--- src/hdl/equatorial_to_horizontal_core_assert.svh ---
// --------------------------------------------------------------------------
// equatorial_to_horizontal_core assertion macros
// concurrent checks, removed when NO_ASSERTIONS is defined
// --------------------------------------------------------------------------
`ifndef EQUATORIAL_TO_HORIZONTAL_CORE_ASSERT_SVH
`define EQUATORIAL_TO_HORIZONTAL_CORE_ASSERT_SVH

`ifndef NO_ASSERTIONS

// condition holds at every edge out of reset
`define E2H_ASSERT_ALWAYS(lbl, clk, rst_n, cond) \
  lbl: assert property (@(posedge clk) disable iff (!rst_n) (cond)) \
    else $error("e2h check failed");

// same-cycle implication
`define E2H_ASSERT_IMPLIES(lbl, clk, rst_n, ante, cons) \
  lbl: assert property (@(posedge clk) disable iff (!rst_n) (ante) |-> (cons)) \
    else $error("e2h check failed");

// next-cycle implication
`define E2H_ASSERT_NEXT(lbl, clk, rst_n, ante, cons) \
  lbl: assert property (@(posedge clk) disable iff (!rst_n) (ante) |=> (cons)) \
    else $error("e2h check failed");

`else

`define E2H_ASSERT_ALWAYS(lbl, clk, rst_n, cond)
`define E2H_ASSERT_IMPLIES(lbl, clk, rst_n, ante, cons)
`define E2H_ASSERT_NEXT(lbl, clk, rst_n, ante, cons)

`endif

`endif

--- src/hdl/e2h_pkg.sv ---
`timescale 1ns / 1ps
// --------------------------------------------------------------------------
// e2h_pkg
// shared types, constants and cordic tables for the coordinate converter
// --------------------------------------------------------------------------
package e2h_pkg;

  // internal datapath width for cordic x, y, z
  localparam int W = 34;

  localparam logic signed [W-1:0] HALF_PI  = 34'sd843314857;
  localparam logic signed [W-1:0] PI       = 34'sd1686629713;
  localparam logic signed [W-1:0] GAIN     = 34'sd652032874;
  localparam logic signed [31:0]  ONE_Q30  = 32'sd1073741824;
  localparam logic [61:0]         ONE_Q60  = 62'd1 << 60;

  localparam logic signed [30:0]  LAT_RESET = 31'sd491933666;

  // register index, taken from byte address bit 2
  localparam logic REG_LATITUDE = 1'b0;

  localparam int SQRT_STEPS = 31;
  localparam int DIV_STEPS  = 31;

  localparam logic signed [31:0] ATAN_LOW [10] = '{
    32'sd421657428, 32'sd248918915, 32'sd131521918, 32'sd66762579,
    32'sd33510843,  32'sd16771758,  32'sd8387925,   32'sd4194219,
    32'sd2097141,   32'sd1048575
  };

  typedef struct packed {
    logic signed [30:0] declination;
    logic signed [31:0] hour_angle;
  } in_item_t;

  typedef struct packed {
    logic signed [30:0] altitude;
    logic [30:0]        azimuth;
    logic               azimuth_undefined;
  } out_item_t;

  typedef struct packed {
    logic signed [W-1:0] x;
    logic signed [W-1:0] y;
    logic signed [W-1:0] z;
    logic                neg;
  } rot_lane_t;

  typedef struct packed {
    rot_lane_t dec;
    rot_lane_t lat;
    rot_lane_t ha;
  } rot_set_t;

  typedef struct packed {
    logic signed [W-1:0] x;
    logic signed [W-1:0] y;
    logic signed [W-1:0] z;
  } vec_t;

  typedef struct packed {
    logic [33:0] rem;
    logic [30:0] root;
    logic [61:0] rad;
  } sqrt_t;

  typedef struct packed {
    logic [31:0] rem;
    logic [30:0] q;
    logic [31:0] d;
    logic [30:0] lo;
  } div_t;

  function automatic logic signed [31:0] atan_q29(input int i);
    logic signed [31:0] r;
    if (i < 10) begin
      r = ATAN_LOW[i[3:0]];
    end else if (i < 30) begin
      r = 32'sd1 <<< (29 - i);
    end else begin
      r = '0;
    end
    return r;
  endfunction

  // fold angle into +-pi/2 and seed the rotation
  function automatic rot_lane_t rot_prep(input logic signed [W-1:0] a);
    rot_lane_t l;
    l.x   = GAIN;
    l.y   = '0;
    l.z   = a;
    l.neg = 1'b0;
    if (a > HALF_PI) begin
      l.z   = a - PI;
      l.neg = 1'b1;
    end else if (a < -HALF_PI) begin
      l.z   = a + PI;
      l.neg = 1'b1;
    end
    return l;
  endfunction

endpackage

--- src/hdl/e2h_sqrt_cell.sv ---
`timescale 1ns / 1ps
// --------------------------------------------------------------------------
// e2h_sqrt_cell
// one digit of a restoring floor square root
// --------------------------------------------------------------------------
module e2h_sqrt_cell import e2h_pkg::*; #(
  parameter int SB_W = 1
) (
  input  logic            clk,
  input  logic            rst_n,
  input  logic            en,
  input  logic            in_valid,
  input  sqrt_t           in_st,
  input  logic [SB_W-1:0] in_sb,
  output logic            out_valid,
  output sqrt_t           out_st,
  output logic [SB_W-1:0] out_sb
);

  logic            valid_r;
  sqrt_t           st_r;
  sqrt_t           st_nxt;
  logic [SB_W-1:0] sb_r;
  logic [35:0]     rem_w;
  logic [35:0]     trial;

  always_comb begin
    rem_w      = {in_st.rem, in_st.rad[61:60]};
    trial      = {3'b000, in_st.root, 2'b01};
    st_nxt.rad = {in_st.rad[59:0], 2'b00};
    if (rem_w >= trial) begin
      st_nxt.rem  = 34'(rem_w - trial);
      st_nxt.root = {in_st.root[29:0], 1'b1};
    end else begin
      st_nxt.rem  = rem_w[33:0];
      st_nxt.root = {in_st.root[29:0], 1'b0};
    end
  end

  always_ff @(posedge clk) begin
    if (!rst_n) begin
      valid_r <= 1'b0;
    end else if (en) begin
      valid_r <= in_valid;
    end
  end

  always_ff @(posedge clk) begin
    if (en) begin
      st_r <= st_nxt;
      sb_r <= in_sb;
    end
  end

  assign out_valid = valid_r;
  assign out_st    = st_r;
  assign out_sb    = sb_r;

endmodule

--- config.mk ---
export PLATFORM = sky130hd
export DESIGN_NAME = e2h_sqrt_cell
export DESIGN_NICKNAME = d
export VERILOG_FILES = /design/src/hdl/equatorial_to_horizontal_core_assert.svh /design/src/hdl/e2h_pkg.sv /design/src/hdl/e2h_sqrt_cell.sv
export SDC_FILE = /design/constraint.sdc
export NUM_CORES = 1
export LEC_CHECK = 0
export ABC_AREA = 1
export BUFFER_PORTS_ARGS = -buffer_cell sky130_fd_sc_hd__buf_4
export CAP_MARGIN = 20
export CORE_ASPECT_RATIO = 1.5
export CORE_UTILIZATION = 40
export DETAILED_ROUTE_END_ITERATION = 16
export PLACE_DENSITY = 0.7
export SLEW_MARGIN = 40
export SYNTH_ARGS = -nofsm -noshare
export SYNTH_HDL_FRONTEND = slang
export SYNTH_SLANG_ARGS = --single-unit
--- constraint.sdc ---
create_clock -name clk -period 1.6 [get_ports clk]
set_input_delay 0.08 -clock clk [delete_from_list [all_inputs] [get_ports clk]]
set_output_delay 0.08 -clock clk [all_outputs]
set_load 0.1 [all_outputs]
**Word level (Yosys, flattened, before mapping)**

Cells that the tools add are included.

- $add $sub $neg: 1
- Order comparisons: 1
- Mux-type cells: 1

Operators by type and width:

| operator | number |
|---|---|
| $mux 65 | 1 |
| $ge 36x33->1 | 1 |
| $sub 34x33->34 | 1 |

- Bits in registers: 127
- Bits of input ports: 132
- Output and inout port bits: 129

**Logic depth before layout (Yosys ltp)**

- Depth after elaboration: 2
- Depth in mapped cells: 16

**Worst setup path after synthesis**

OpenSTA, ideal clock, no wires.

- Kind: input port to flip-flop
- Start point: input in_st[87] (netlist name)
- End point: register st_r, in the netlist out_st[126], data pin
- Setup time: 254 ps
- Arrival: 1429 ps
- Required time: 1346 ps
- Slack: -84 ps
- Stages: 11
- Path buffers: 1
- Cell sequence: inv_1 -> ha_1 -> nand2_2 -> inv_2 -> a21oi_2 -> nand2_1 -> a21oi_4 -> nand3_2 -> nor2_4 -> buf_6 -> a21oi_2

RTL lines:

| item | line | source |
|---|---|---|
| start, declared | e2h_sqrt_cell.sv:13 | `input sqrt_t in_st,` |
| end signal, assigned | e2h_sqrt_cell.sv:50 | `st_r <= st_nxt;` |
| end, declared | e2h_sqrt_cell.sv:21 | `sqrt_t st_r;` |

==> impl_metrics.json <==
{
  "max_freq_ghz": 0.6437,
  "ys_seq_elements": 127,
  "fill_cells": 1256,
  "place_ws_ns": -0.4529,
  "die_h_um": 164.6,
  "seq_area_um2": 3804,
  "crit_required_ns": 1.78,
  "gp_congestion": 0.9363,
  "htreeDepth": 4,
  "hp-class": "input port to register",
  "critPathKind": "input port to register",
  "yosysTopAreaCell": "edfxtp_1",
  "clockRootBuffer": "clkbuf_16",
  "power_density_nw_per_um2": 1092,
  "drc_errors": 0,
  "cap_viol_max_count": 0,
  "grt_first_pass_wirelength_um": 37520,
  "drt-total-wl_um": 26530,
  "avgSynthCellArea_um2": 8.585,
  "synth.cell_area_um2": 7048,
  "drt-wirelength-per-cell_um": 17.12,
  "antenna_found_initial": 0,
  "cp_max_fo": 7,
  "grt_max_degree": 33,
  "ios": 261,
  "core_um2": 17270,
  "first_global_vias": 7490,
  "die_w_um": 110.4,
  "synth_top_cell_area_share_pct": 53.68,
  "end_kind": "register",
  "insertion_delay_ns": 0.42,
  "ys_types": 32,
  "clock_path_buffers": 2,
  "fin_cells": 1550,
  "drv_slew": 0,
  "layout.nets": 1489,
  "place_hpwl_um": 18450,
  "vias": 7362,
  "drtPass1Iterations": 5,
  "port_buffers": 258,
  "ir_drop_uv": 1034,
  "cts_tree": "yes",
  "timing.final.crit_share_pct": 97.10,
  "synth_area_leaders": "edfxtp_1 54%, nand2_1 18%, inv_1 7.9%",
  "gr-total-overflow": 0,
  "ant_nets": 0,
  "die_area_um2": 18170,
  "hold_violations": 0,
  "vias_per_cell": 4.750,
  "worstSetupStartpointType": "input port",
  "cts_sinks": 127,
  "place_inst": 1393,
  "yosysSeqAreaShare_pct": 53.97,
  "synthToLayoutAreaGrowth_pct": 79.14,
  "yosysWarningCount": 0,
  "std_cell_rows": 59,
  "status": "finished clean",
  "finalSetupViolCount": 0,
  "layout_commonest_cell": "buf_4",
  "drt-initial-drc-count": 299,
  "crit_arrival_ns": 1.74,
  "syn_inst": 821,
  "fin_worst_skew_ns": 0,
  "p_leak_nw": 6.177,
  "fin_ws_ns": 0.04636,
  "cts_buffers": 17,
  "grt.total_usage_pct": 28.55,
  "layout_common_cells": "363 x buf_4, 288 x nand2_1, 126 x edfxtp_1, 121 x inv_1, 117 x dlygate4sd3_1",
  "layout-drive-gt1-share_pct": 41.14,
  "multi_input_area_um2": 3223,
  "path_clk_slew_ns": 0.06,
  "insertedDiodeCount": 0,
  "min_period_ns": 1.554,
  "initial_core_util_pct": 40.80
}
## critical path, stage by stage
cell	delay (ns)
buf_4	0.09
inv_2	0.04
ha_4	0.29
nand2_4	0.06
nor2_4	0.16
nand2_1	0.09
nor2_1	0.17
nand3_2	0.13
inv_1	0.12
nor2_4	0.06
buf_12	0.14
clkbuf_16	0.16
nand2_1	0.07
nand2_1	0.06
## registers in the layout, summed over array words and instances, names as in the netlist
| signal | count |
|---|---|
| out_st | 125 |
| out_valid | 1 |
| out_sb | 1 |
## synth_stat cells
library cell / instances
nor3_2: 1
ha_1: 33
a21oi_1: 21
o21ai_0: 8
and3_1: 1
nand3_1: 27
nor2_1: 54
clkinv_1: 2
nor3_1: 2
o21bai_1: 3
a21oi_4: 1
dfxtp_1: 1
nand3_2: 2
nor2_4: 1
conb_1: 1
nand4_1: 7
a21oi_2: 3
inv_2: 3
xnor2_1: 3
a21o_1: 1
nor2_2: 6
or2_1: 1
edfxtp_1: 126
xor2_1: 13
nand4_4: 1
inv_1: 148
nand2_1: 335
nor4_1: 2
buf_6: 6
nand2_2: 5
nand3b_1: 1
buf_4: 2
## what timing repair did
item	in CTS	in global routing
hold buffers	117	0
endpoints found under the setup margin	0	34
buffers inserted	0	6
gates resized for setup	0	102
endpoints found under the hold margin	116	0
## metrics by stage
stage | hold WS (ns) | util (%) | total power [mW] | area, um^2 | TNS, ns
floorplan | 0.1735 | - | 7.626 | 7455 | -0.1488
global placement | 0.2578 | 60.56 | 9.104 | 10460 | -13.39
detailed placement | 0.2594 | 60.56 | 9.144 | 10460 | -12.85
CTS | 0.0002660 | 71.03 | 13.59 | 12270 | 0
global route | 0.01102 | 73.09 | 14.21 | 12630 | -0.06839
finish | 0.02087 | 73.09 | 13.79 | 12630 | 0
## routing by layer
layer  GRT usage, %  routed length, um  part of all wire (%)
met5              0                  0                     0
met3          6.196               1680                   6.3
met2          56.55              14710                    55
met4          14.11               1230                   4.6
met1          26.30               8911                    34
## worst paths after layout
path	end	startpoint	slack (ns)	cells after the start
setup / recovery	out_st[101]	in_st[80]	0.05	14
hold / removal	out_st[116]	in_st[114]	0.02	3
setup reg to reg	out_valid	out_valid	0.40	3
hold reg to reg	out_valid	out_valid	1.13	3
## cells by family (layout without fill, tap and decap cells)
kind of cell	Yosys count	after routing	synth area share [%]
buf+inv	161	676	9.320
simple gates	446	446	25.72
other cells	1	2	0.05321
compound gates	37	37	3.089
xor+xnor	16	16	1.988
flops	127	127	53.97
fa+ha+maj	33	33	5.858
## power breakdown
part	leakage (nW)	total, mW	internal, mW	switching [mW]
clock	0.308	4.24	2.64	1.60
sequential	1.24	4.18	4.06	0.119
combinational	4.63	5.37	1.65	3.73
total	6.18	13.8	8.35	5.45
## final cells by class
cell class	count	share of cell area, %
Clock buffer	18	3.399
Clock inverter	14	1.645
Inverter	153	4.648
Multi-Input combinational cell	534	25.53
Sequential cell	127	30.13
Tap cell	213	2.111
Timing Repair Buffer	491	32.54
No activity file was read; power rests on OpenSTA's default activity.
