**config.mk**
```make
export PLATFORM = sky130hd
export DESIGN_NAME = e2h_vec_cell
export DESIGN_NICKNAME = d
export VERILOG_FILES = /design/src/hdl/equatorial_to_horizontal_core_assert.svh /design/src/hdl/e2h_pkg.sv /design/src/hdl/e2h_vec_cell.sv
export SDC_FILE = /design/constraint.sdc
export NUM_CORES = 1
export LEC_CHECK = 0
export BUFFER_PORTS_ARGS = -buffer_cell sky130_fd_sc_hd__buf_2
export CAP_MARGIN = 30
export CORE_MARGIN = 10
export CORE_UTILIZATION = 50
export CTS_CLUSTER_DIAMETER = 30
export DETAILED_ROUTE_END_ITERATION = 8
export GPL_TIMING_DRIVEN = 1
export PLACE_DENSITY = 0.83
export SLEW_MARGIN = 20
export SYNTH_ARGS = -nofsm -noshare
export SYNTH_HDL_FRONTEND = slang
export SYNTH_SLANG_ARGS = --single-unit
```
**constraint.sdc**
```tcl
create_clock -name clk -period 4.5 [get_ports clk]
set_clock_uncertainty 0.2 [all_clocks]
set_input_delay 0.225 -clock clk [delete_from_list [all_inputs] [get_ports clk]]
set_output_delay 0.225 -clock clk [all_outputs]
set_load 0.05 [all_outputs]
```
**src/hdl/equatorial_to_horizontal_core_assert.svh**
```systemverilog
// --------------------------------------------------------------------------
// equatorial_to_horizontal_core assertion macros
// concurrent checks, removed when NO_ASSERTIONS is defined
// --------------------------------------------------------------------------
`ifndef EQUATORIAL_TO_HORIZONTAL_CORE_ASSERT_SVH
`define EQUATORIAL_TO_HORIZONTAL_CORE_ASSERT_SVH

`ifndef NO_ASSERTIONS

// condition holds at every edge out of reset
`define E2H_ASSERT_ALWAYS(lbl, clk, rst_n, cond) \
  lbl: assert property (@(posedge clk) disable iff (!rst_n) (cond)) \
    else $error("e2h check failed");

// same-cycle implication
`define E2H_ASSERT_IMPLIES(lbl, clk, rst_n, ante, cons) \
  lbl: assert property (@(posedge clk) disable iff (!rst_n) (ante) |-> (cons)) \
    else $error("e2h check failed");

// next-cycle implication
`define E2H_ASSERT_NEXT(lbl, clk, rst_n, ante, cons) \
  lbl: assert property (@(posedge clk) disable iff (!rst_n) (ante) |=> (cons)) \
    else $error("e2h check failed");

`else

`define E2H_ASSERT_ALWAYS(lbl, clk, rst_n, cond)
`define E2H_ASSERT_IMPLIES(lbl, clk, rst_n, ante, cons)
`define E2H_ASSERT_NEXT(lbl, clk, rst_n, ante, cons)

`endif

`endif

```
**src/hdl/e2h_pkg.sv**
```systemverilog
`timescale 1ns / 1ps
// --------------------------------------------------------------------------
// e2h_pkg
// shared types, constants and cordic tables for the coordinate converter
// --------------------------------------------------------------------------
package e2h_pkg;

  // internal datapath width for cordic x, y, z
  localparam int W = 34;

  localparam logic signed [W-1:0] HALF_PI  = 34'sd843314857;
  localparam logic signed [W-1:0] PI       = 34'sd1686629713;
  localparam logic signed [W-1:0] GAIN     = 34'sd652032874;
  localparam logic signed [31:0]  ONE_Q30  = 32'sd1073741824;
  localparam logic [61:0]         ONE_Q60  = 62'd1 << 60;

  localparam logic signed [30:0]  LAT_RESET = 31'sd491933666;

  // register index, taken from byte address bit 2
  localparam logic REG_LATITUDE = 1'b0;

  localparam int SQRT_STEPS = 31;
  localparam int DIV_STEPS  = 31;

  localparam logic signed [31:0] ATAN_LOW [10] = '{
    32'sd421657428, 32'sd248918915, 32'sd131521918, 32'sd66762579,
    32'sd33510843,  32'sd16771758,  32'sd8387925,   32'sd4194219,
    32'sd2097141,   32'sd1048575
  };

  typedef struct packed {
    logic signed [30:0] declination;
    logic signed [31:0] hour_angle;
  } in_item_t;

  typedef struct packed {
    logic signed [30:0] altitude;
    logic [30:0]        azimuth;
    logic               azimuth_undefined;
  } out_item_t;

  typedef struct packed {
    logic signed [W-1:0] x;
    logic signed [W-1:0] y;
    logic signed [W-1:0] z;
    logic                neg;
  } rot_lane_t;

  typedef struct packed {
    rot_lane_t dec;
    rot_lane_t lat;
    rot_lane_t ha;
  } rot_set_t;

  typedef struct packed {
    logic signed [W-1:0] x;
    logic signed [W-1:0] y;
    logic signed [W-1:0] z;
  } vec_t;

  typedef struct packed {
    logic [33:0] rem;
    logic [30:0] root;
    logic [61:0] rad;
  } sqrt_t;

  typedef struct packed {
    logic [31:0] rem;
    logic [30:0] q;
    logic [31:0] d;
    logic [30:0] lo;
  } div_t;

  function automatic logic signed [31:0] atan_q29(input int i);
    logic signed [31:0] r;
    if (i < 10) begin
      r = ATAN_LOW[i[3:0]];
    end else if (i < 30) begin
      r = 32'sd1 <<< (29 - i);
    end else begin
      r = '0;
    end
    return r;
  endfunction

  // fold angle into +-pi/2 and seed the rotation
  function automatic rot_lane_t rot_prep(input logic signed [W-1:0] a);
    rot_lane_t l;
    l.x   = GAIN;
    l.y   = '0;
    l.z   = a;
    l.neg = 1'b0;
    if (a > HALF_PI) begin
      l.z   = a - PI;
      l.neg = 1'b1;
    end else if (a < -HALF_PI) begin
      l.z   = a + PI;
      l.neg = 1'b1;
    end
    return l;
  endfunction

endpackage

```
**src/hdl/e2h_vec_cell.sv**
```systemverilog
`timescale 1ns / 1ps
// --------------------------------------------------------------------------
// e2h_vec_cell
// one cordic vectoring iteration, drives y toward zero
// --------------------------------------------------------------------------
module e2h_vec_cell import e2h_pkg::*; #(
  parameter int IDX  = 0,
  parameter int SB_W = 1
) (
  input  logic            clk,
  input  logic            rst_n,
  input  logic            en,
  input  logic            in_valid,
  input  vec_t            in_st,
  input  logic [SB_W-1:0] in_sb,
  output logic            out_valid,
  output vec_t            out_st,
  output logic [SB_W-1:0] out_sb
);

  localparam logic signed [W-1:0] ATAN = W'(atan_q29(IDX));

  logic            valid_r;
  vec_t            st_r;
  vec_t            st_nxt;
  logic [SB_W-1:0] sb_r;

  always_comb begin
    if (!in_st.y[W-1]) begin
      st_nxt.x = in_st.x + (in_st.y >>> IDX);
      st_nxt.y = in_st.y - (in_st.x >>> IDX);
      st_nxt.z = in_st.z + ATAN;
    end else begin
      st_nxt.x = in_st.x - (in_st.y >>> IDX);
      st_nxt.y = in_st.y + (in_st.x >>> IDX);
      st_nxt.z = in_st.z - ATAN;
    end
  end

  always_ff @(posedge clk) begin
    if (!rst_n) begin
      valid_r <= 1'b0;
    end else if (en) begin
      valid_r <= in_valid;
    end
  end

  always_ff @(posedge clk) begin
    if (en) begin
      st_r <= st_nxt;
      sb_r <= in_sb;
    end
  end

  assign out_valid = valid_r;
  assign out_st    = st_r;
  assign out_sb    = sb_r;

endmodule

```
[Yosys cells after proc, flatten, opt, wreduce, memory -nomap -nowiden]
Cells that the tools add are included.
Word-level totals
  register bits: 104
  input port bits: 107
  output and inout port bits: 104
  logic and storage cells: 11
Operators by class
  add/subtract/negate cells: 5
  multiplexer cells: 1
Operator list (number)
  $mux 102: 1
  $sub 34x34->34: 2
  $add 34x30->34 const B: 1
  $add 34x34->34: 1
  $sub 34x30->34 const B: 1

[Longest topological paths before layout]
  depth in word-level cells: 2
  mapped depth: 13
  depth with buffers taken out: 11

[Worst setup path after synthesis]
No wires, ideal clock.
  path type: input port to flip-flop
  start: in in_st[67] (netlist name)
  end: reg st_r, in the netlist out_st[31], data pin
  library setup time: 0.259 ns
  arrival time: 3.022 ns
  data required time: 4.041 ns
  setup slack: 1.018 ns
  stages: 12
  path buffers: 3
  path through: clkbuf_1 clkinv_1 clkbuf_1 ha_1 clkbuf_1 a21o_1 o31ai_1 o211ai_1 a21oi_1 o21bai_1 a41oi_1 xnor2_1
RTL lines
  start, declared: RTL line e2h_vec_cell.sv:14  | input vec_t in_st,
  end signal, assigned: RTL line e2h_vec_cell.sv:50  | st_r <= st_nxt;
  end, declared: RTL line e2h_vec_cell.sv:24  | vec_t st_r;

==> flow_summary.ini <==
[timing]
timing.hold.ws_ns = 0.0260
max_freq_mhz = 294
rsz0062_at_grt = no
finalCritPeriodShare = 0.755
hold_viol = 0
tightestPinTransition_ns = 0.927
finalMaxSlewViolations = 0
period_minus_slack_ns = 3.40
finalSetupViolCount = 0
slew_headroom = 0.382
fin_setup_tns_ns = 0

[global_route]
grt_max_degree = 82
grt-ovfl-total = 0
grt_pass1_wl_um = 54500
grt_pass1_vias = 10110
antenna_found_initial = 0
grtUsageTotal = 0.234

[route]
drt-total-wl_um = 35300
vias = 10749
ant_nets = 0
post_drt_wl_per_cell_um = 20.1
drc = 0
drt-initial-drc-count = 1494
viasPerCell = 6.12
drt_first_pass_iters = 6

[floorplanning]
dieHeight_um = 168
dieArea_sq_mm = 0.0283
start_util = 0.507
core_area_sq_mm = 0.0217
row_count = 54
die-width_um = 168
ios = 211

[yosys]
synth-simple-area-share = 0.153
yosys.area.top_type = edfxtp_1
synth-compound-area-share = 0.267
synth-edff-count = 102
ys_warn_count = 0
avgSynthCellArea_sq_um = 8.47
yosysMostFrequentCell = a21oi_1
synth_fp_nets = 1538
synthTopCellsByArea = edfxtp_1, ha_1, xnor2_1
yosys_register_bits = 103
async_flop_share = 0
synthXorXnorAreaFrac = 0.0718
syn-cell-area_sq_mm = 0.0110
yosysTopAreaCellShare = 0.279
ys_types = 85
synth_common_cells = a21oi_1, ha_1, inv_1, edfxtp_1, nor2_1
synthMuxAreaShare = 0.0100
ys.flop_type = edfxtp_1
synth_top_family_by_area = compound AO/OA/AOI/OAI gates
yosysSeqAreaShare = 0.281
synthesis.instances = 1297
synthAdderAreaFrac = 0.155

[setup_path]
critPathMaxStageDelay_ns = 0.53
crit_top_cell = o31ai_1
reg2regPathDepth = 3
required_ns = 4.40
path_cells = buf_4 -> inv_2 -> ha_1 -> a211oi_1 -> o21bai_1 -> o31ai_1 -> o211ai_1 -> a21oi_1 -> o31ai_1 -> a31oi_1 -> xnor2_1
path_class = in2reg
path_max_fanout = 33
r2r_end = out_valid
rr_startpoint = out_valid
cp-end-kind = register
reg2reg_setup_slack_ns = 3.13
critical-path-slowest-cell = o31ai_1
cp-start-kind = primary input
critPathArrivalTime_ns = 3.29

[placed_design]
routabilityCongestion = 0.959
numPortBuffers = 210
hpwl_um = 28400

[clocking]
path_clk_slew_ns = 0.07
cts_max_level = 3
ctsResizeCount = 0
clock_sinks = 103
cts_buffers = 9
cts_tree = yes
cts_root_buffer = clkbuf_16
clockBufferDepth = 2
clk_latency_ns = 0.34

[min_path]
hold-path-endpoint = out_st[2]
min_from = in_st[2]
hold_path_depth = 2
hold_path.class = in2reg

[layout]
area_growth_pct = 14.1
nNetsFinal = 1713
drive_gt1_frac = 0.172
antennaDiodeCount = 0

[outcome]
outcome = completed

[run]
drv_cap = 0

[pwr]
ir_drop_v = 0.000177
pwr_density_cell_mw_per_mm2 = 329
power_mw = 4.12
p_leak_nw = 5.58
-- how the worst max path moves through the flow --
stage	from	endpoint	slack, ns	cells after the start
2_1_floorplan	in_st[67]	out_st[31]	1.02	12
3_3_place_gp	in_st[48]	out_st[67]	0.90	11
3_5_place_dp	in_st[67]	out_st[27]	0.79	11
4_1_cts	in_st[67]	out_st[27]	1.16	11
5_1_grt	in_st[67]	out_st[33]	0.73	11
6_report	in_st[67]	out_st[27]	1.10	11
-- area by class of cell --
cell class | count | area, sq um
Inverter | 118 | 443
Fill cell | 1913 | 9160
Timing Repair Buffer | 220 | 1150
Sequential cell | 103 | 3080
Multi-Input combinational cell | 1020 | 7220
Clock buffer | 10 | 229
Clock inverter | 6 | 61.3
Tap cell | 280 | 350
-- layout by cell type (no fill, tap or decap), drive strengths merged, types with 16 or more instances in the layout --
cell type / Yosys / routed
o21bai: 25 / 25
nand2b: 18 / 18
inv: 117 / 118
or3: 17 / 17
nand4: 18 / 18
nor2b: 18 / 18
edfxtp: 102 / 102
o21a: 16 / 16
nor3: 33 / 33
nand3: 19 / 19
xnor2: 75 / 75
a211oi: 16 / 16
nand2: 81 / 81
ha: 130 / 130
buf: 28 / 214
o21ai: 93 / 93
nor2: 99 / 99
a21oi: 132 / 132
a21o: 45 / 45
o211ai: 18 / 18
-- kinds of logic after synthesis --
logic type | Yosys count
compound gates | 447
xor+xnor | 90
fa+ha+maj | 134
buf+inv | 174
flops | 103
mux | 11
simple gates | 338
-- sequential cells by signal (all words and copies together) (netlist names) --
name	cells
out_sb	1
out_valid	1
out_st	101
-- per-stage QoR --
step	utilization	worst slack (ns)	cells	instance area (sq um)
after floorplan	-	1.02	1297	11000
after global placement	0.562	0.896	1735	12200
after detailed placement	0.562	0.793	1735	12200
after CTS	0.578	1.16	1757	12500
after global routing	0.578	0.727	1757	12500
final	0.578	1.10	1757	12500
-- layer usage --
metal | global-route usage | up-vias | part of all wire | wire (um)
met4 | 0.0670 | 0 | 0.021 | 726
met1 | 0.317 | 5013 | 0.42 | 15000
met3 | 0.0375 | 51 | 0.091 | 3220
li1 | - | 5064 | - | -
met5 | 0 | - | 0 | 0
met2 | 0.375 | 621 | 0.46 | 16400
-- timing repair --
item	4_1_cts	5_1_grt
setup endpoints to repair	0	0
hold endpoints to repair	6	0
buffers inserted	0	0
hold buffers	6	0
-- where the power goes --
group	internal, mW	leakage (nW)	switching [mW]
registers	1.27	1.01	0.0504
logic	0.586	4.43	1.42
clock network	0.431	0.144	0.369
total	2.29	5.58	1.84
-- worst max-delay path: cells and delay by family --
kind	cells	cell delay [ns]
compound gates	7	1.87
xor+xnor	1	0.09
fa+ha+maj	1	0.36
buf+inv	2	0.72
No activity file was read; power rests on OpenSTA's default activity.
