[src/hdl/equatorial_to_horizontal_core_assert.svh]
// --------------------------------------------------------------------------
// equatorial_to_horizontal_core assertion macros
// concurrent checks, removed when NO_ASSERTIONS is defined
// --------------------------------------------------------------------------
`ifndef EQUATORIAL_TO_HORIZONTAL_CORE_ASSERT_SVH
`define EQUATORIAL_TO_HORIZONTAL_CORE_ASSERT_SVH

`ifndef NO_ASSERTIONS

// condition holds at every edge out of reset
`define E2H_ASSERT_ALWAYS(lbl, clk, rst_n, cond) \
  lbl: assert property (@(posedge clk) disable iff (!rst_n) (cond)) \
    else $error("e2h check failed");

// same-cycle implication
`define E2H_ASSERT_IMPLIES(lbl, clk, rst_n, ante, cons) \
  lbl: assert property (@(posedge clk) disable iff (!rst_n) (ante) |-> (cons)) \
    else $error("e2h check failed");

// next-cycle implication
`define E2H_ASSERT_NEXT(lbl, clk, rst_n, ante, cons) \
  lbl: assert property (@(posedge clk) disable iff (!rst_n) (ante) |=> (cons)) \
    else $error("e2h check failed");

`else

`define E2H_ASSERT_ALWAYS(lbl, clk, rst_n, cond)
`define E2H_ASSERT_IMPLIES(lbl, clk, rst_n, ante, cons)
`define E2H_ASSERT_NEXT(lbl, clk, rst_n, ante, cons)

`endif

`endif

[src/hdl/e2h_pkg.sv]
`timescale 1ns / 1ps
// --------------------------------------------------------------------------
// e2h_pkg
// shared types, constants and cordic tables for the coordinate converter
// --------------------------------------------------------------------------
package e2h_pkg;

  // internal datapath width for cordic x, y, z
  localparam int W = 34;

  localparam logic signed [W-1:0] HALF_PI  = 34'sd843314857;
  localparam logic signed [W-1:0] PI       = 34'sd1686629713;
  localparam logic signed [W-1:0] GAIN     = 34'sd652032874;
  localparam logic signed [31:0]  ONE_Q30  = 32'sd1073741824;
  localparam logic [61:0]         ONE_Q60  = 62'd1 << 60;

  localparam logic signed [30:0]  LAT_RESET = 31'sd491933666;

  // register index, taken from byte address bit 2
  localparam logic REG_LATITUDE = 1'b0;

  localparam int SQRT_STEPS = 31;
  localparam int DIV_STEPS  = 31;

  localparam logic signed [31:0] ATAN_LOW [10] = '{
    32'sd421657428, 32'sd248918915, 32'sd131521918, 32'sd66762579,
    32'sd33510843,  32'sd16771758,  32'sd8387925,   32'sd4194219,
    32'sd2097141,   32'sd1048575
  };

  typedef struct packed {
    logic signed [30:0] declination;
    logic signed [31:0] hour_angle;
  } in_item_t;

  typedef struct packed {
    logic signed [30:0] altitude;
    logic [30:0]        azimuth;
    logic               azimuth_undefined;
  } out_item_t;

  typedef struct packed {
    logic signed [W-1:0] x;
    logic signed [W-1:0] y;
    logic signed [W-1:0] z;
    logic                neg;
  } rot_lane_t;

  typedef struct packed {
    rot_lane_t dec;
    rot_lane_t lat;
    rot_lane_t ha;
  } rot_set_t;

  typedef struct packed {
    logic signed [W-1:0] x;
    logic signed [W-1:0] y;
    logic signed [W-1:0] z;
  } vec_t;

  typedef struct packed {
    logic [33:0] rem;
    logic [30:0] root;
    logic [61:0] rad;
  } sqrt_t;

  typedef struct packed {
    logic [31:0] rem;
    logic [30:0] q;
    logic [31:0] d;
    logic [30:0] lo;
  } div_t;

  function automatic logic signed [31:0] atan_q29(input int i);
    logic signed [31:0] r;
    if (i < 10) begin
      r = ATAN_LOW[i[3:0]];
    end else if (i < 30) begin
      r = 32'sd1 <<< (29 - i);
    end else begin
      r = '0;
    end
    return r;
  endfunction

  // fold angle into +-pi/2 and seed the rotation
  function automatic rot_lane_t rot_prep(input logic signed [W-1:0] a);
    rot_lane_t l;
    l.x   = GAIN;
    l.y   = '0;
    l.z   = a;
    l.neg = 1'b0;
    if (a > HALF_PI) begin
      l.z   = a - PI;
      l.neg = 1'b1;
    end else if (a < -HALF_PI) begin
      l.z   = a + PI;
      l.neg = 1'b1;
    end
    return l;
  endfunction

endpackage

[src/hdl/e2h_div_cell.sv]
`timescale 1ns / 1ps
// --------------------------------------------------------------------------
// e2h_div_cell
// one quotient bit of a restoring unsigned divider
// --------------------------------------------------------------------------
module e2h_div_cell import e2h_pkg::*; #(
  parameter int SB_W = 1
) (
  input  logic            clk,
  input  logic            rst_n,
  input  logic            en,
  input  logic            in_valid,
  input  div_t            in_st,
  input  logic [SB_W-1:0] in_sb,
  output logic            out_valid,
  output div_t            out_st,
  output logic [SB_W-1:0] out_sb
);

  logic            valid_r;
  div_t            st_r;
  div_t            st_nxt;
  logic [SB_W-1:0] sb_r;
  logic [32:0]     rem_w;

  always_comb begin
    rem_w     = {in_st.rem, in_st.lo[30]};
    st_nxt.d  = in_st.d;
    st_nxt.lo = {in_st.lo[29:0], 1'b0};
    if (rem_w >= {1'b0, in_st.d}) begin
      st_nxt.rem = 32'(rem_w - {1'b0, in_st.d});
      st_nxt.q   = {in_st.q[29:0], 1'b1};
    end else begin
      st_nxt.rem = rem_w[31:0];
      st_nxt.q   = {in_st.q[29:0], 1'b0};
    end
  end

  always_ff @(posedge clk) begin
    if (!rst_n) begin
      valid_r <= 1'b0;
    end else if (en) begin
      valid_r <= in_valid;
    end
  end

  always_ff @(posedge clk) begin
    if (en) begin
      st_r <= st_nxt;
      sb_r <= in_sb;
    end
  end

  assign out_valid = valid_r;
  assign out_st    = st_r;
  assign out_sb    = sb_r;

endmodule

[config.mk]
export PLATFORM = sky130hd
export DESIGN_NAME = e2h_div_cell
export DESIGN_NICKNAME = d
export VERILOG_FILES = /design/src/hdl/equatorial_to_horizontal_core_assert.svh /design/src/hdl/e2h_pkg.sv /design/src/hdl/e2h_div_cell.sv
export SDC_FILE = /design/constraint.sdc
export NUM_CORES = 1
export LEC_CHECK = 0
export BUFFER_PORTS_ARGS = -buffer_cell sky130_fd_sc_hd__buf_2
export CORE_ASPECT_RATIO = 1.1
export CORE_UTILIZATION = 30
export DETAILED_ROUTE_END_ITERATION = 7
export GPL_ROUTABILITY_DRIVEN = 0
export GPL_TIMING_DRIVEN = 1
export HOLD_SLACK_MARGIN = 0.05
export MAX_ROUTING_LAYER = met4
export PLACE_DENSITY_LB_ADDON = 0.08
export REMOVE_ABC_BUFFERS = 1
export SLEW_MARGIN = 10
export SYNTH_ARGS = -nofsm -noshare
export SYNTH_HDL_FRONTEND = slang
export SYNTH_SLANG_ARGS = --single-unit
[constraint.sdc]
create_clock -name clk -period 3.2 [get_ports clk]
set_input_delay 0.48 -clock clk [delete_from_list [all_inputs] [get_ports clk]]
set_output_delay 0.48 -clock clk [all_outputs]
set_load 0.005 [all_outputs]
Yosys cells after proc, flatten, opt, wreduce, memory -nomap -nowiden
Index checks and enable logic that the tools add are counted.
W data, S select, Z words.
Storage, ports and cells
  bits in registers: 127
  input port bits: 131
  output and inout bits: 128
  logic and storage cells: 9
Operators by class
  add/sub/neg operators: 1
  order comparisons: 1
  muxes and demuxes: 1
Operator list (count)
  $mux W63: 1
  $ge A33 B32 Y1: 1
  $sub A32 B32 Y32: 1

Depth between registers and ports, before layout
  depth in word-level cells: 2
  depth in mapped cells: 13
  mapped depth without buffers: 12

Worst setup path after synthesis
OpenSTA, ideal clock, no wires.
  kind: input-to-reg
  start: input port in_st[38] (netlist name)
  end: register st_r, in the netlist out_st[107] (data pin)
  library setup time: 0.262 ns
  data arrival time: 2.993 ns
  data required time: 2.938 ns
  path slack: -0.055 ns
  stages on the path: 12
  buffers on the path: 2
  cells stage by stage: inv_1 > ha_1 > buf_2 > nand4_1 > or4_1 > a21oi_1 > nor3_1 > a211oi_2 > o21ai_2 > o31ai_4 > buf_4 > mux2_1
RTL lines
  start, declared: RTL line e2h_div_cell.sv:13  | input div_t in_st,
  end signal, assigned: RTL line e2h_div_cell.sv:49  | st_r <= st_nxt;
  end, declared: RTL line e2h_div_cell.sv:21  | div_t st_r;

==> results.toml <==
[cts]
cts_buffer_depth = 2
cts_tree = "built"
root_buffer = "clkbuf_16"
clk_pin_slew_worst_paths_ps = 60
cts.sinks = 127
cts.htree.levels = 4
worstSkewPairLatency_ps = 410
cts_made_buffers = 17

[logic_synthesis]
ys_warn_count = 0
synth_common_cells = "126 x edfxtp_1, 54 x a21oi_1, 38 x inv_1"
synth_async_sr_flop_share_pct = 0
yosysTopAreaCell = "edfxtp_1"
syn-cell-area_um2 = 6040
syn_area_per_cell_um2 = 12.7
synth_flop_cell = "edfxtp_1"
syn_inst = 474
synth_most_common_cell = "edfxtp_1"
ys_seq_area_share_pct = 63.0
synth_cell_types = 49
synth_edf_count = 126
synth_top_cell_area_share_pct = 62.7
ys_ff_latch = 127
synth.area.top_cells = "edfxtp_1 63%, ha_1 6.6%, a21oi_1 4.5%"

[sta]
hold_ws_ps = 239
period_needed_ps = 3040
hold_violations = 0
tns_ps = 0
tightest_slew_ps = 612
setup_viol = 0
rsz0062_at_grt = "false"
max_freq_mhz = 329
drv_slew = 0
relSlewSlack_pct = 59.2
worst_slack_ps = 165
fin_skew_ps = 0
finalCritPeriodShare_pct = 94.8

[pwr]
power_leakage_nw = 3.84
combPwrFrac_pct = 16.9
p_int_w = 0.00384
power.density_nw_per_um2 = 597
p_sw_share_pct = 24.8
p_total_w = 0.00511
p_sw_w = 0.00127
seqPwrFrac_pct = 40.5
p_clk_share_pct = 42.6
max-vdd-ir-drop_v = 0.000325

[placed_design]
portBuffers = 256
dp_worst_setup_slack_ps = -427
place_area_um2 = 7880
dp_hpwl_mm = 12.9

[setup_path]
crit_path_end_kind = "flop"
rrSetupSlack_ps = 2600
cp_max_fo = 3
crit_end = "out_st[124]$_DFFE_PP_"
critPathLaunchType = "input port"
worstPathArrival_ps = 3200
critical_path_class = "input port to flop"
r2r-end = "out_valid$_SDFFE_PN0P_"
crit_start = "in_st[30]"
reg2reg_depth = 2
cp_data_required_time_ps = 3360
reg2reg_from = "out_valid$_SDFFE_PN0P_"

[floorplan]
die_w_um = 137
start_util_pct = 30.5
io_pins = 259
die_area_um2 = 20700
core.rowCount = 54
die_h_um = 151
coreArea_um2 = 19800

[routing]
firstDrtPassIters = 4
drt-vias-per-instance = 4.61
vias = 4796
drcViolationCount = 0
wl_mm = 16.6
drt_iter0_markers = 228
wl_per_cell_um = 16.0
antenna_left = 0

[global_route]
grt_overflow = 0
grt_pass1_wl_mm = 24.7
grt_util_all_layers_pct = 16.4
grt_antenna_before_repair = 2
grt_max_degree = 61
grt_pass1_vias = 4809

[cells_and_area]
syn_to_final_growth_pct = 41.7
fillers = 1936
drive_above_1_share_pct = 43.8
stdcell_area_um2 = 8560
fin_nets = 939

[hold_path]
min_path_type = "input port to flop"

[status]
status = "completed"

[run]
cap_violations = 0
-- final cells by class --
type / count / area (um2) / share of cell area, %
clock buffer: 17 / 425 / 4.97
multi-input combinational: 291 / 2020 / 23.6
tap: 252 / 315 / 3.68
timing repair buffer: 300 / 1620 / 18.9
sequential: 127 / 3800 / 44.4
antenna: 2 / 5.00 / 0.0585
inverter: 38 / 143 / 1.67
clock inverter: 14 / 233 / 2.72
-- sequential cells by signal, summed over array words and instances (netlist names) --
name,count
out_st,125
out_sb,1
out_valid,1
-- stage by stage --
| step | cells | utilization (%) |
|---|---|---|
| 3_3_place_gp | 1008 | 39.8 |
| 5_1_grt | 1041 | 43.2 |
| 2_1_floorplan | 456 | - |
| 6_report | 1041 | 43.2 |
| 3_5_place_dp | 1008 | 39.8 |
| 4_1_cts | 1039 | 43.2 |
-- critical path, cell delays in order --
cell and delay [ps]:
buf_2 90, inv_1 40, ha_1 210, fa_1 410, nand2b_1 190, a21oi_1 150
o21ai_0 180, o311a_1 370, a31oi_2 280, a21oi_2 130, o41ai_2 260, xor2_1 100
mux2_1 310
-- power by group through the flow --
| stage | clock network (W) | logic, W | registers [W] |
|---|---|---|---|
| detailed placement | 0 | 0.000868 | 0.00211 |
| floorplan | 0 | 0.000383 | 0.00213 |
| global placement | 0 | 0.000866 | 0.00210 |
| global route | 0.00231 | 0.000964 | 0.00209 |
| finish | 0.00218 | 0.000862 | 0.00207 |
| CTS | 0.00225 | 0.000876 | 0.00207 |
-- how the worst min path moves through the flow --
| stage | from | to | slack (ps) | cells past startpoint |
|---|---|---|---|---|
| global placement | out_valid$_SDFFE_PN0P_ | out_valid$_SDFFE_PN0P_ | 490 | 2 |
| CTS | in_st[76] | out_st[77]$_DFFE_PP_ | 220 | 1 |
| detailed placement | out_valid$_SDFFE_PN0P_ | out_valid$_SDFFE_PN0P_ | 520 | 2 |
| finish | in_st[91] | out_st[92]$_DFFE_PP_ | 240 | 1 |
| floorplan | out_valid$_SDFFE_PN0P_ | out_valid$_SDFFE_PN0P_ | 510 | 2 |
| global route | in_st[3] | out_st[4]$_DFFE_PP_ | 220 | 1 |
-- layout by cell type (no fill, tap or decap), types with 3 or more instances in the layout --
master and count:
a31oi_1 4, a211oi_1 3, nand2_1 27, xor2_1 11, buf_4 44, nor2_1 36
clkbuf_16 17, mux2_1 4, o21bai_1 3, a21oi_1 53, mux2_2 6, nand3_1 8
nor2b_1 3, mux2i_1 3, o21a_1 6, xnor2_1 16, o211ai_1 4, o21ai_0 16
edfxtp_1 126, bufinv_16 5, buf_2 255, clkinv_4 4, ha_1 32, nor4_1 4
nand4_1 7, inv_1 38, nand2b_1 4, a21o_1 12
-- layer usage --
layer	GRT usage, %	wire length, um	vias to the layer above
li1	-	-	2367
met1	19.9	7350	2212
met2	26.3	7820	203
met3	3.98	1250	14
met4	6.21	202	0
met5	-	0	-
-- cell families after synthesis --
| family | synth area share (%) |
|---|---|
| buffers and inverters | 3.92 |
| adders and majority gates | 6.96 |
| xor gates and xnor gates | 3.92 |
| muxes | 2.36 |
| other | 0.0621 |
| DFF | 63.0 |
| AOI/OAI and AO/OA | 12.2 |
| and+or+nand+nor | 7.60 |
-- repair_timing --
item                       4_1_cts  5_1_grt
pin swaps                        0        0
gates cloned                     0        0
buffers inserted                 0        0
gates resized for setup          1        2
hold buffers                     0        0
setup endpoints to repair        1        1
Note: power is estimated with default switching activity, not from simulation.
